$ cat src/hdl/tmwf_pkg.sv
// Shared types and constants for the trimmed-mean window filter.
// No dependencies.
`timescale 1ns / 1ps

package tmwf_pkg;

    localparam int SAMPLE_W = 16;
    localparam int SIZE_W   = 6;
    localparam int SIZE_RST = 8;
    localparam int SIZE_MIN = 3;

    typedef enum logic [2:0] {
        ST_IDLE,
        ST_SCAN,
        ST_LAST,
        ST_TRIM,
        ST_DIV,
        ST_OUT
    } state_t;

endpackage

$ cat src/hdl/trimmed_mean_window_filter.sv
// Trimmed moving-average filter: circular sample window in RAM, scan, sequential divide.
// A filling item only writes the window RAM; a result item is scanned, trimmed and then
// divided. One item is processed at a time: a new sample is taken only in the idle
// state, after the previous result has been loaded for output. The scan reads one RAM
// entry per cycle.
// Synchronous active-low reset sets window_size to 8 and empties the window; a
// window_size write empties it the same way. No clearing pass is needed.
// Depends on tmwf_pkg, tmwf_ram, tmwf_div.
`timescale 1ns / 1ps

module trimmed_mean_window_filter #(
    parameter int MAX_WINDOW = 32
) (
    input  logic                                aclk,
    input  logic                                aresetn,
    input  logic                                cfg_valid,
    output logic                                cfg_ready,
    input  logic [tmwf_pkg::SIZE_W-1:0]         cfg_data,
    input  logic                                s_valid,
    output logic                                s_ready,
    input  logic signed [tmwf_pkg::SAMPLE_W-1:0] s_sample,
    output logic                                m_valid,
    input  logic                                m_ready,
    output logic signed [tmwf_pkg::SAMPLE_W-1:0] m_filtered
);

    localparam int SAMPLE_W = tmwf_pkg::SAMPLE_W;
    localparam int SIZE_W   = tmwf_pkg::SIZE_W;
    localparam int PTR_W    = $clog2(MAX_WINDOW);
    localparam int CNT_W    = (PTR_W + 1 > SIZE_W) ? PTR_W + 1 : SIZE_W;
    localparam int SUM_W    = SAMPLE_W + PTR_W + 1;
    localparam int SIZE_RST = (MAX_WINDOW < tmwf_pkg::SIZE_RST) ? MAX_WINDOW
                                                                : tmwf_pkg::SIZE_RST;

    tmwf_pkg::state_t state_reg, state_next;

    logic [SIZE_W-1:0]          size_reg;
    logic [SIZE_W-1:0]          fill_reg;
    logic [PTR_W-1:0]           wptr_reg;
    logic [PTR_W-1:0]           scan_reg;
    logic                       rd_valid_reg;
    logic                       rd_first_reg;
    logic signed [SUM_W-1:0]    sum_reg;
    logic signed [SAMPLE_W-1:0] lo_reg;
    logic signed [SAMPLE_W-1:0] hi_reg;
    logic                       m_valid_reg;
    logic signed [SAMPLE_W-1:0] m_filtered_reg;

    logic                       s_accept;
    logic                       cfg_accept;
    logic                       fill_done;
    logic                       scan_last;
    logic                       wptr_wrap;
    logic [SIZE_W-1:0]          size_clamped;
    logic                       ram_re;
    logic                       div_start;
    logic                       out_load;
    logic [SAMPLE_W-1:0]        ram_rdata;
    logic signed [SAMPLE_W-1:0] rd_sample;
    logic signed [SUM_W-1:0]    trimmed;
    logic                       div_done;
    logic signed [SAMPLE_W-1:0] div_quotient;

    assign cfg_ready  = (state_reg == tmwf_pkg::ST_IDLE);
    assign cfg_accept = cfg_valid && cfg_ready;
    assign s_accept   = s_valid && s_ready;
    assign fill_done  = !(fill_reg < size_reg);
    assign scan_last  = CNT_W'(scan_reg) == CNT_W'(size_reg) - CNT_W'(1);
    assign wptr_wrap  = CNT_W'(wptr_reg) == CNT_W'(size_reg) - CNT_W'(1);
    assign rd_sample  = $signed(ram_rdata);
    assign trimmed    = sum_reg - SUM_W'(lo_reg) - SUM_W'(hi_reg);

    always_comb begin
        if (int'(cfg_data) < tmwf_pkg::SIZE_MIN) begin
            size_clamped = SIZE_W'(tmwf_pkg::SIZE_MIN);
        end else if (int'(cfg_data) > MAX_WINDOW) begin
            size_clamped = SIZE_W'(MAX_WINDOW);
        end else begin
            size_clamped = cfg_data;
        end
    end

    always_comb begin
        state_next = state_reg;
        case (state_reg)
            tmwf_pkg::ST_IDLE: begin
                if (s_accept && fill_done) begin
                    state_next = tmwf_pkg::ST_SCAN;
                end
            end
            tmwf_pkg::ST_SCAN: begin
                if (scan_last) begin
                    state_next = tmwf_pkg::ST_LAST;
                end
            end
            tmwf_pkg::ST_LAST: state_next = tmwf_pkg::ST_TRIM;
            tmwf_pkg::ST_TRIM: state_next = tmwf_pkg::ST_DIV;
            tmwf_pkg::ST_DIV: begin
                if (div_done) begin
                    state_next = tmwf_pkg::ST_OUT;
                end
            end
            tmwf_pkg::ST_OUT: begin
                if (out_load) begin
                    state_next = tmwf_pkg::ST_IDLE;
                end
            end
            default: state_next = tmwf_pkg::ST_IDLE;
        endcase
    end

    always_comb begin
        s_ready   = 1'b0;
        ram_re    = 1'b0;
        div_start = 1'b0;
        out_load  = 1'b0;
        case (state_reg)
            tmwf_pkg::ST_IDLE: s_ready   = !cfg_valid;
            tmwf_pkg::ST_SCAN: ram_re    = 1'b1;
            tmwf_pkg::ST_TRIM: div_start = 1'b1;
            tmwf_pkg::ST_OUT:  out_load  = !m_valid_reg || m_ready;
            default: begin
                s_ready = 1'b0;
            end
        endcase
    end

    always_ff @(posedge aclk) begin
        if (!aresetn) begin
            state_reg    <= tmwf_pkg::ST_IDLE;
            size_reg     <= SIZE_W'(SIZE_RST);
            fill_reg     <= '0;
            wptr_reg     <= '0;
            scan_reg     <= '0;
            rd_valid_reg <= 1'b0;
            rd_first_reg <= 1'b0;
            m_valid_reg  <= 1'b0;
        end else begin
            state_reg    <= state_next;
            rd_valid_reg <= ram_re;
            if (cfg_accept) begin
                size_reg <= size_clamped;
                fill_reg <= '0;
                wptr_reg <= '0;
            end else if (s_accept) begin
                wptr_reg <= wptr_wrap ? '0 : wptr_reg + PTR_W'(1);
                if (!fill_done) begin
                    fill_reg <= fill_reg + SIZE_W'(1);
                end
            end
            if (s_accept) begin
                scan_reg     <= '0;
                rd_first_reg <= 1'b1;
            end else if (ram_re) begin
                scan_reg <= scan_reg + PTR_W'(1);
            end
            if (rd_valid_reg) begin
                rd_first_reg <= 1'b0;
            end
            if (out_load) begin
                m_valid_reg <= 1'b1;
            end else if (m_ready) begin
                m_valid_reg <= 1'b0;
            end
        end
    end

    always_ff @(posedge aclk) begin
        if (rd_valid_reg) begin
            if (rd_first_reg) begin
                sum_reg <= SUM_W'(rd_sample);
                lo_reg  <= rd_sample;
                hi_reg  <= rd_sample;
            end else begin
                sum_reg <= sum_reg + SUM_W'(rd_sample);
                if (rd_sample < lo_reg) begin
                    lo_reg <= rd_sample;
                end
                if (rd_sample > hi_reg) begin
                    hi_reg <= rd_sample;
                end
            end
        end
        if (out_load) begin
            m_filtered_reg <= div_quotient;
        end
    end

    tmwf_ram #(
        .WIDTH (SAMPLE_W),
        .DEPTH (MAX_WINDOW)
    ) u_window (
        .aclk  (aclk),
        .we    (s_accept),
        .waddr (wptr_reg),
        .wdata (s_sample),
        .re    (ram_re),
        .raddr (scan_reg),
        .rdata (ram_rdata)
    );

    tmwf_div #(
        .DIVIDEND_W (SUM_W),
        .DIVISOR_W  (SIZE_W),
        .QUOTIENT_W (SAMPLE_W)
    ) u_div (
        .aclk     (aclk),
        .aresetn  (aresetn),
        .start    (div_start),
        .dividend (trimmed),
        .divisor  (size_reg - SIZE_W'(2)),
        .done     (div_done),
        .quotient (div_quotient)
    );

    assign m_valid    = m_valid_reg;
    assign m_filtered = m_filtered_reg;

endmodule

$ cat src/hdl/tmwf_ram.sv
// Generic simple dual-port RAM: one write port, one read port, registered read.
// No dependencies.
`timescale 1ns / 1ps

module tmwf_ram #(
    parameter int WIDTH = 16,
    parameter int DEPTH = 32
) (
    input  logic                     aclk,
    input  logic                     we,
    input  logic [$clog2(DEPTH)-1:0] waddr,
    input  logic [WIDTH-1:0]         wdata,
    input  logic                     re,
    input  logic [$clog2(DEPTH)-1:0] raddr,
    output logic [WIDTH-1:0]         rdata
);

    logic [WIDTH-1:0] mem [DEPTH];
    logic [WIDTH-1:0] rdata_reg;

    always_ff @(posedge aclk) begin
        if (we) begin
            mem[waddr] <= wdata;
        end
        if (re) begin
            rdata_reg <= mem[raddr];
        end
    end

    assign rdata = rdata_reg;

endmodule

$ cat src/hdl/tmwf_div.sv
// Sequential signed-by-unsigned divider, one quotient bit per cycle, truncates toward zero.
// Depends on tmwf_pkg for default widths.
`timescale 1ns / 1ps

module tmwf_div #(
    parameter int DIVIDEND_W = 22,
    parameter int DIVISOR_W  = tmwf_pkg::SIZE_W,
    parameter int QUOTIENT_W = tmwf_pkg::SAMPLE_W
) (
    input  logic                         aclk,
    input  logic                         aresetn,
    input  logic                         start,
    input  logic signed [DIVIDEND_W-1:0] dividend,
    input  logic [DIVISOR_W-1:0]         divisor,
    output logic                         done,
    output logic signed [QUOTIENT_W-1:0] quotient
);

    localparam int STEP_W = (DIVIDEND_W > 1) ? $clog2(DIVIDEND_W) : 1;

    logic                  busy_reg;
    logic                  done_reg;
    logic [STEP_W-1:0]     step_reg;
    logic                  neg_reg;
    logic [DIVISOR_W-1:0]  divisor_reg;
    logic [DIVISOR_W-1:0]  rem_reg;
    logic [DIVIDEND_W-1:0] quo_reg;

    logic [DIVISOR_W:0]    rem_shift;
    logic [DIVISOR_W:0]    rem_diff;
    logic                  fits;
    logic [DIVIDEND_W-1:0] magnitude;
    logic [DIVIDEND_W-1:0] quo_signed;

    assign magnitude  = dividend[DIVIDEND_W-1] ? DIVIDEND_W'(-dividend) : DIVIDEND_W'(dividend);
    assign rem_shift  = {rem_reg, quo_reg[DIVIDEND_W-1]};
    assign rem_diff   = rem_shift - {1'b0, divisor_reg};
    assign fits       = rem_shift >= {1'b0, divisor_reg};
    assign quo_signed = neg_reg ? DIVIDEND_W'(-quo_reg) : quo_reg;

    always_ff @(posedge aclk) begin
        if (!aresetn) begin
            busy_reg <= 1'b0;
            done_reg <= 1'b0;
            step_reg <= '0;
        end else begin
            done_reg <= 1'b0;
            if (start) begin
                busy_reg <= 1'b1;
                step_reg <= '0;
            end else if (busy_reg) begin
                step_reg <= step_reg + STEP_W'(1);
                if (step_reg == STEP_W'(DIVIDEND_W - 1)) begin
                    busy_reg <= 1'b0;
                    done_reg <= 1'b1;
                end
            end
        end
    end

    always_ff @(posedge aclk) begin
        if (start) begin
            neg_reg     <= dividend[DIVIDEND_W-1];
            divisor_reg <= divisor;
            rem_reg     <= '0;
            quo_reg     <= magnitude;
        end else if (busy_reg) begin
            rem_reg <= fits ? rem_diff[DIVISOR_W-1:0] : rem_shift[DIVISOR_W-1:0];
            quo_reg <= {quo_reg[DIVIDEND_W-2:0], fits};
        end
    end

    assign done     = done_reg;
    assign quotient = $signed(quo_signed[QUOTIENT_W-1:0]);

endmodule

$ cat config.mk
export PLATFORM = sky130hd
export DESIGN_NAME = trimmed_mean_window_filter
export DESIGN_NICKNAME = d
export VERILOG_FILES = /design/src/hdl/tmwf_pkg.sv /design/src/hdl/trimmed_mean_window_filter.sv /design/src/hdl/tmwf_ram.sv /design/src/hdl/tmwf_div.sv
export SDC_FILE = /design/constraint.sdc
export NUM_CORES = 1
export LEC_CHECK = 0
export BUFFER_PORTS_ARGS = -buffer_cell sky130_fd_sc_hd__buf_2
export CORE_MARGIN = 2
export CORE_UTILIZATION = 52
export DETAILED_ROUTE_END_ITERATION = 8
export GPL_ROUTABILITY_DRIVEN = 0
export PLACE_DENSITY = 0.68
export SYNTH_ARGS = -nofsm -noshare
export SYNTH_HDL_FRONTEND = slang
export SYNTH_SLANG_ARGS = --single-unit
$ cat constraint.sdc
create_clock -name aclk -period 4.42 [get_ports aclk]
set_input_delay 0.663 -clock aclk [delete_from_list [all_inputs] [get_ports aclk]]
set_output_delay 0.663 -clock aclk [all_outputs]
set_load 0.05 [all_outputs]
After elaboration in Yosys (flattened, before gate mapping)

Memory sizes are Yosys's and may differ from the RTL's. A register that Yosys moved wholly into a read port is not among the register bits.
Index checks and enable logic that the tools add are counted.

Add/sub/neg operators: 12
$lt $le $gt $ge: 6
Equality and inequality tests: 12
Muxes and demuxes: 30
Bitwise operators: 2
Reduce and logical (&&, ||, !) cells: 21

Operators by type and width:

| cell                | count |
|---|---|
| $mux 22             | 4 |
| $mux 16             | 5 |
| $sub 22x16->22      | 2 |
| $add 22x16->22      | 1 |
| $neg 22->22         | 1 |
| $mux 6              | 3 |
| $pmux 3 s6          | 1 |
| $gt 16x16->1        | 1 |
| $lt 16x16->1        | 1 |
| $neg 16->16         | 1 |
| $add 5x1->5 const B | 3 |
| $eq 5x6->1          | 2 |
| $mux 1              | 12 |
| $mux 3              | 4 |
| $reduce_bool 2->1   | 4 |
| $reduce_or 2->1     | 4 |
| $ge 7x6->1          | 1 |
| $add 6x1->6 const B | 1 |
| $eq 3x2->1 const B  | 2 |
| $eq 3x3->1 const B  | 2 |
| $gt 6x6->1 const B  | 1 |
| $lt 6x2->1 const B  | 1 |
| $lt 6x6->1          | 1 |
| $reduce_and 2->1    | 3 |
| 15 further kinds    | 22 |

Register bits after elaboration: 140
Bits in writable memories: 512
Bits of input ports: 27
Output and inout port bits: 19
Word-level logic and storage cells: 103
Memories: 1

Memory list:

| memory       | words | bits a word | rd ports | clocked after memory_dff | write ports | RTL line       | RTL |
|---|---|---|---|---|---|---|---|
| u_window.mem | 32    | 16          | 1        | 1                        | 1           | tmwf_ram.sv:18 | `logic [WIDTH-1:0] mem [DEPTH];` |

Logic depth before layout (Yosys ltp)

Word-level depth: 6
Mapped depth: 14
Gate-level depth less buffers: 14

By module

From an unflattened synthesis, not the netlist that was laid out.

Cells, all modules: 2182
Area total of the unflattened synthesis: 30857.1 sq um

By module, submodules not included:

| module                     | times used | cells an instance | area an instance (sq um) | seq. area each (sq um) |
|---|---|---|---|---|
| tmwf_ram                   | 1          | 1143              | 20694.8                  | 15855.2 |
| trimmed_mean_window_filter | 1          | 743               | 7417.1                   | 2662.6 |
| tmwf_div                   | 1          | 296               | 2745.1                   | 1131.1 |

Worst setup path before layout

OpenSTA, ideal clock, no wires.

Path kind: input port to flip-flop
Start point: in cfg_valid
End point: mem u_window.mem[23][0], enable pin
Library setup time: 413 ps
Arrival: 4215 ps
Data required time: 4007 ps
Setup slack: -208 ps
Cell stages on the path: 5
Path buffers: 1
Path through: nor4_1 and2_1 clkbuf_1 nand3_1 nor3b_1

Longest elaborated chain between the ends: 5

RTL lines:

| what                         | RTL line                          | RTL |
|---|---|---|
| from (decl)                  | trimmed_mean_window_filter.sv:16  | `input logic cfg_valid,` |
| $logic_not 1->1              | trimmed_mean_window_filter.sv:118 | `tmwf_pkg::ST_IDLE: s_ready = !cfg_valid;` |
| $mux 1                       | trimmed_mean_window_filter.sv:117 | `case (state_reg)` |
| $logic_and 1x1->1            | trimmed_mean_window_filter.sv:66  | `assign s_accept = s_valid && s_ready;` |
| $mux 1                       | tmwf_ram.sv:22                    | `if (we) begin` |
| $mux 1 (implied by the code) | tmwf_ram.sv:23                    | `mem[waddr] <= wdata;` |
| to (decl)                    | tmwf_ram.sv:18                    |  |

No other way between the ends.

Worst setup path in the final report

Start point: reg lo_reg[15]
End point: reg u_div.quo_reg[18], data pin

Longest elaborated chain between the ends: 5

RTL lines:

| what                          | RTL line                          | RTL |
|---|---|---|
| from (decl)                   | trimmed_mean_window_filter.sv:44  | `logic signed [SAMPLE_W-1:0] lo_reg;` |
| from (signal assigned)        | trimmed_mean_window_filter.sv:172 | `lo_reg <= rd_sample;` |
| from (signal assigned)        | trimmed_mean_window_filter.sv:177 | `lo_reg <= rd_sample;` |
| $sub 22x16->22 * (2 in a row) | trimmed_mean_window_filter.sv:71  | `assign trimmed = sum_reg - SUM_W'(lo_reg) - SUM_W'(hi_reg);` |
| $neg 22->22                   | tmwf_div.sv:35                    | `assign magnitude = dividend[DIVIDEND_W-1] ? DIVIDEND_W'(-dividend) : DIVIDEND_W'(dividend);` |
| $mux 22 *                     | tmwf_div.sv:35                    |  |
| $mux 22 *                     | tmwf_div.sv:62                    | `if (start) begin` |
| to (signal assigned)          | tmwf_div.sv:66                    | `quo_reg <= magnitude;` |
| to (signal assigned)          | tmwf_div.sv:69                    | `quo_reg <= {quo_reg[DIVIDEND_W-2:0], fits};` |
| to (decl)                     | tmwf_div.sv:27                    | `logic [DIVIDEND_W-1:0] quo_reg;` |

Mark *: on every way between the ends. The rest lies on a longest branch, timed or not.
A chain may end at the register's enable or synchronous reset.

==> impl_metrics.py <==
metrics = {
    "timing": {
        "rsz0062_at_grt": "false",
        "worst_slack_ns": 0.563,
        "period_needed_ns": 3.86,
        "fmax_mhz": 259,
        "setup-tns-final_ns": 0,
        "drv_slew": 0,
        "maxSlewHeadroom_pct": 22.8,
        "hold_viol": 0,
        "setup_viol": 0,
        "fin_crit_sh_pct": 87.3,
        "skew_ns": 0.0377,
        "worst_pin_slew_ns": 1.15,
    },
    "synth": {
        "synth_top_area_share_pct": 62.4,
        "ys_warn_count": 0,
        "syn-cell-area_sq_um": 30200,
        "async_flop_share_pct": 0,
        "yosysSeqAreaShare_pct": 65.1,
        "synth-seq-cells": 668,
        "synthFlopType": "edfxtp_1",
        "synth-edff-count": 627,
        "synthTopCellsByArea": "edfxtp_1, mux4_2, ha_1",
        "synth.top_cells.by_count": "edfxtp_1, mux4_2, nor2_1",
        "yosys.cell_types.count": 92,
        "yosysMostFrequentCell": "edfxtp_1",
        "synth_top_area_cell": "edfxtp_1",
        "synth.avg_cell_area_sq_um": 16.4,
        "synthesis.nets": 1985,
        "syn_inst": 1835,
    },
    "critical_path": {
        "cp-end-kind": "flop",
        "start_kind": "flop",
        "critPathLaunch": "lo_reg[15]",
        "crit_path_end": "u_div.quo_reg[18]",
        "critPathRequiredTime_ns": 4.80,
        "rr_startpoint": "lo_reg[15]",
        "cp.arrival_ns": 4.24,
        "path_max_fanout": 8,
        "crit_type": "reg -> reg",
        "path_cells": "inv_1, fa_1, ha_1, o21ai_1, o21ai_2, or4_1, o311ai_1, a2111oi_2, nor4_4, a21oi_2, xnor2_1, mux2_2",
        "timing.rr.end": "u_div.quo_reg[18]",
        "cpPeakStageDelay_ns": 0.51,
        "cp_slowest_cell": "or4_1",
        "reg2reg_depth": 12,
        "regToRegSetupSlack_ns": 0.56,
    },
    "drt": {
        "dr_total_vias": 16300,
        "final_antenna_net_count": 0,
        "dr_wl_met2_microns": 31800,
        "drtIter0Drc": 1326,
        "routed-wl-met3_microns": 3650,
        "viasPerCell": 5.94,
        "drc": 0,
        "top_layer_used": "met5",
        "wl_per_cell_microns": 23.2,
        "totalWireLength_microns": 63800,
        "drt-met1-wl_microns": 26500,
        "drtPass1Iterations": 8,
    },
    "run": {
        "maxCapViolations": 0,
    },
    "grt": {
        "grt_pass1_wl_microns": 98600,
        "grt_usage_pct": 21.9,
        "antenna_found_initial": 7,
        "grt.overflow.total": 0,
        "grt_max_degree": 46,
        "grt_pass1_vias": 16700,
    },
    "clock_network": {
        "post-cts-setup-buffer-count": 0,
        "clockBufferDepth": 3,
        "worst_skew_pair.late_latency_ns": 0.63,
        "clock-sinks": 668,
        "clk_pin_slew_worst_paths_ns": 0.06,
        "cts_resized": 0,
        "root_buffer": "clkbuf_16",
        "cts_made_buffers": 69,
        "cts_tree": "yes",
        "hold_buffers": 0,
        "h-tree-depth": 3,
    },
    "floorplan": {
        "die_h_microns": 245,
        "core_area_sq_um": 57500,
        "die-area_sq_um": 60000,
        "ioPinCount": 46,
        "start_util_pct": 52.5,
        "die_w_microns": 245,
        "row_count": 88,
    },
    "hold_path": {
        "min_path_type": "in -> reg",
        "hold-path-cell-count": 2,
    },
    "cells_and_area": {
        "largest_reg_flops": 512,
        "areaGrowthSynthToFinish_pct": 12.0,
        "nets": 2079,
        "antenna_cells": 0,
        "drive_gt1_share_pct": 22.3,
    },
    "power": {
        "p_leak_nw": 11.2,
        "peakVddDrop_v": 0.000478,
        "power_density_nw_per_um2": 559,
    },
    "outcome": {
        "outcome": "finished, final reports clean",
    },
    "placement": {
        "dp_slack_ns": 0.569,
        "numPortBuffers": 45,
        "place_hpwl_microns": 39700,
    },
}
## cell type report
class | instances | area, sq um
inverter | 78 | 293
timing repair buffer | 91 | 633
multi-input combinational | 1021 | 10000
clock buffer | 82 | 1780
fill | 4326 | 23700
clock inverter | 43 | 427
tap | 765 | 957
sequential | 668 | 19700
## where the power goes
group	switching [mW]	internal [mW]
Combinational	3.07	2.51
Sequential	0.335	7.36
Clock	2.46	3.16
## how the worst min path moves through the flow
stage | from | end | slack (ns)
floorplan | u_div.rem_reg[5] | u_div.rem_reg[5] | 0.43
global placement | u_div.rem_reg[5] | u_div.rem_reg[5] | 0.44
detailed placement | size_reg[5] | size_reg[5] | 0.45
CTS | aresetn | size_reg[3] | 0.33
global route | aresetn | size_reg[3] | 0.35
finish | aresetn | size_reg[3] | 0.36
## kinds of logic after synthesis
kind of cell | count (synthesis) | share of synthesized area (%)
compound gates | 258 | 5.79
xor+xnor | 102 | 2.96
fa+ha+maj | 123 | 5.67
buf+inv | 146 | 1.89
flops | 668 | 65.1
mux | 186 | 12.9
simple gates | 352 | 5.68
## stage by stage
stage          total power, mW  util, %  std cells  hold WS, ns  cell area, sq um
5_1_grt                   19.9     58.8       2748        0.346             33800
3_5_place_dp              13.4     55.0       2623        0.452             31600
3_3_place_gp              13.3     55.0       2623        0.443             31600
6_report                  18.9     58.8       2748        0.363             33800
4_1_cts                   19.1     58.8       2748        0.326             33800
2_1_floorplan             12.1        -       1835        0.426             30200
## layer usage
metal / track usage [%] / vias up
met1: 29.0 / 8344
met3: 4.11 / 125
met4: 6.90 / 14
met2: 36.8 / 471
met5: 0 / -
li1: - / 7376
## cell usage in the layout, fill, tap and decap left out, types with 23 or more instances in the layout
master     instances
nand2_1          104
inv_1             76
nor2_1            82
clkbuf_16         69
mux4_2           160
a21oi_1           59
o21ai_0           53
nor2_2            26
buf_4             41
xor2_1            43
edfxtp_1         627
dfxtp_1           37
xnor2_1           59
ha_1             100
o21ai_1           24
fa_1              23
buf_2             45
## critical path: cells and delay by family (launching register included)
family	cells	cell delay [ns]
adders and majority gates	2	0.91
and+or+nand+nor	2	0.89
AOI/OAI and AO/OA	5	0.73
DFF	1	0.35
buffers and inverters	1	0.33
muxes	1	0.27
xor gates and xnor gates	1	0.14
No activity file was read; power rests on OpenSTA's default activity.
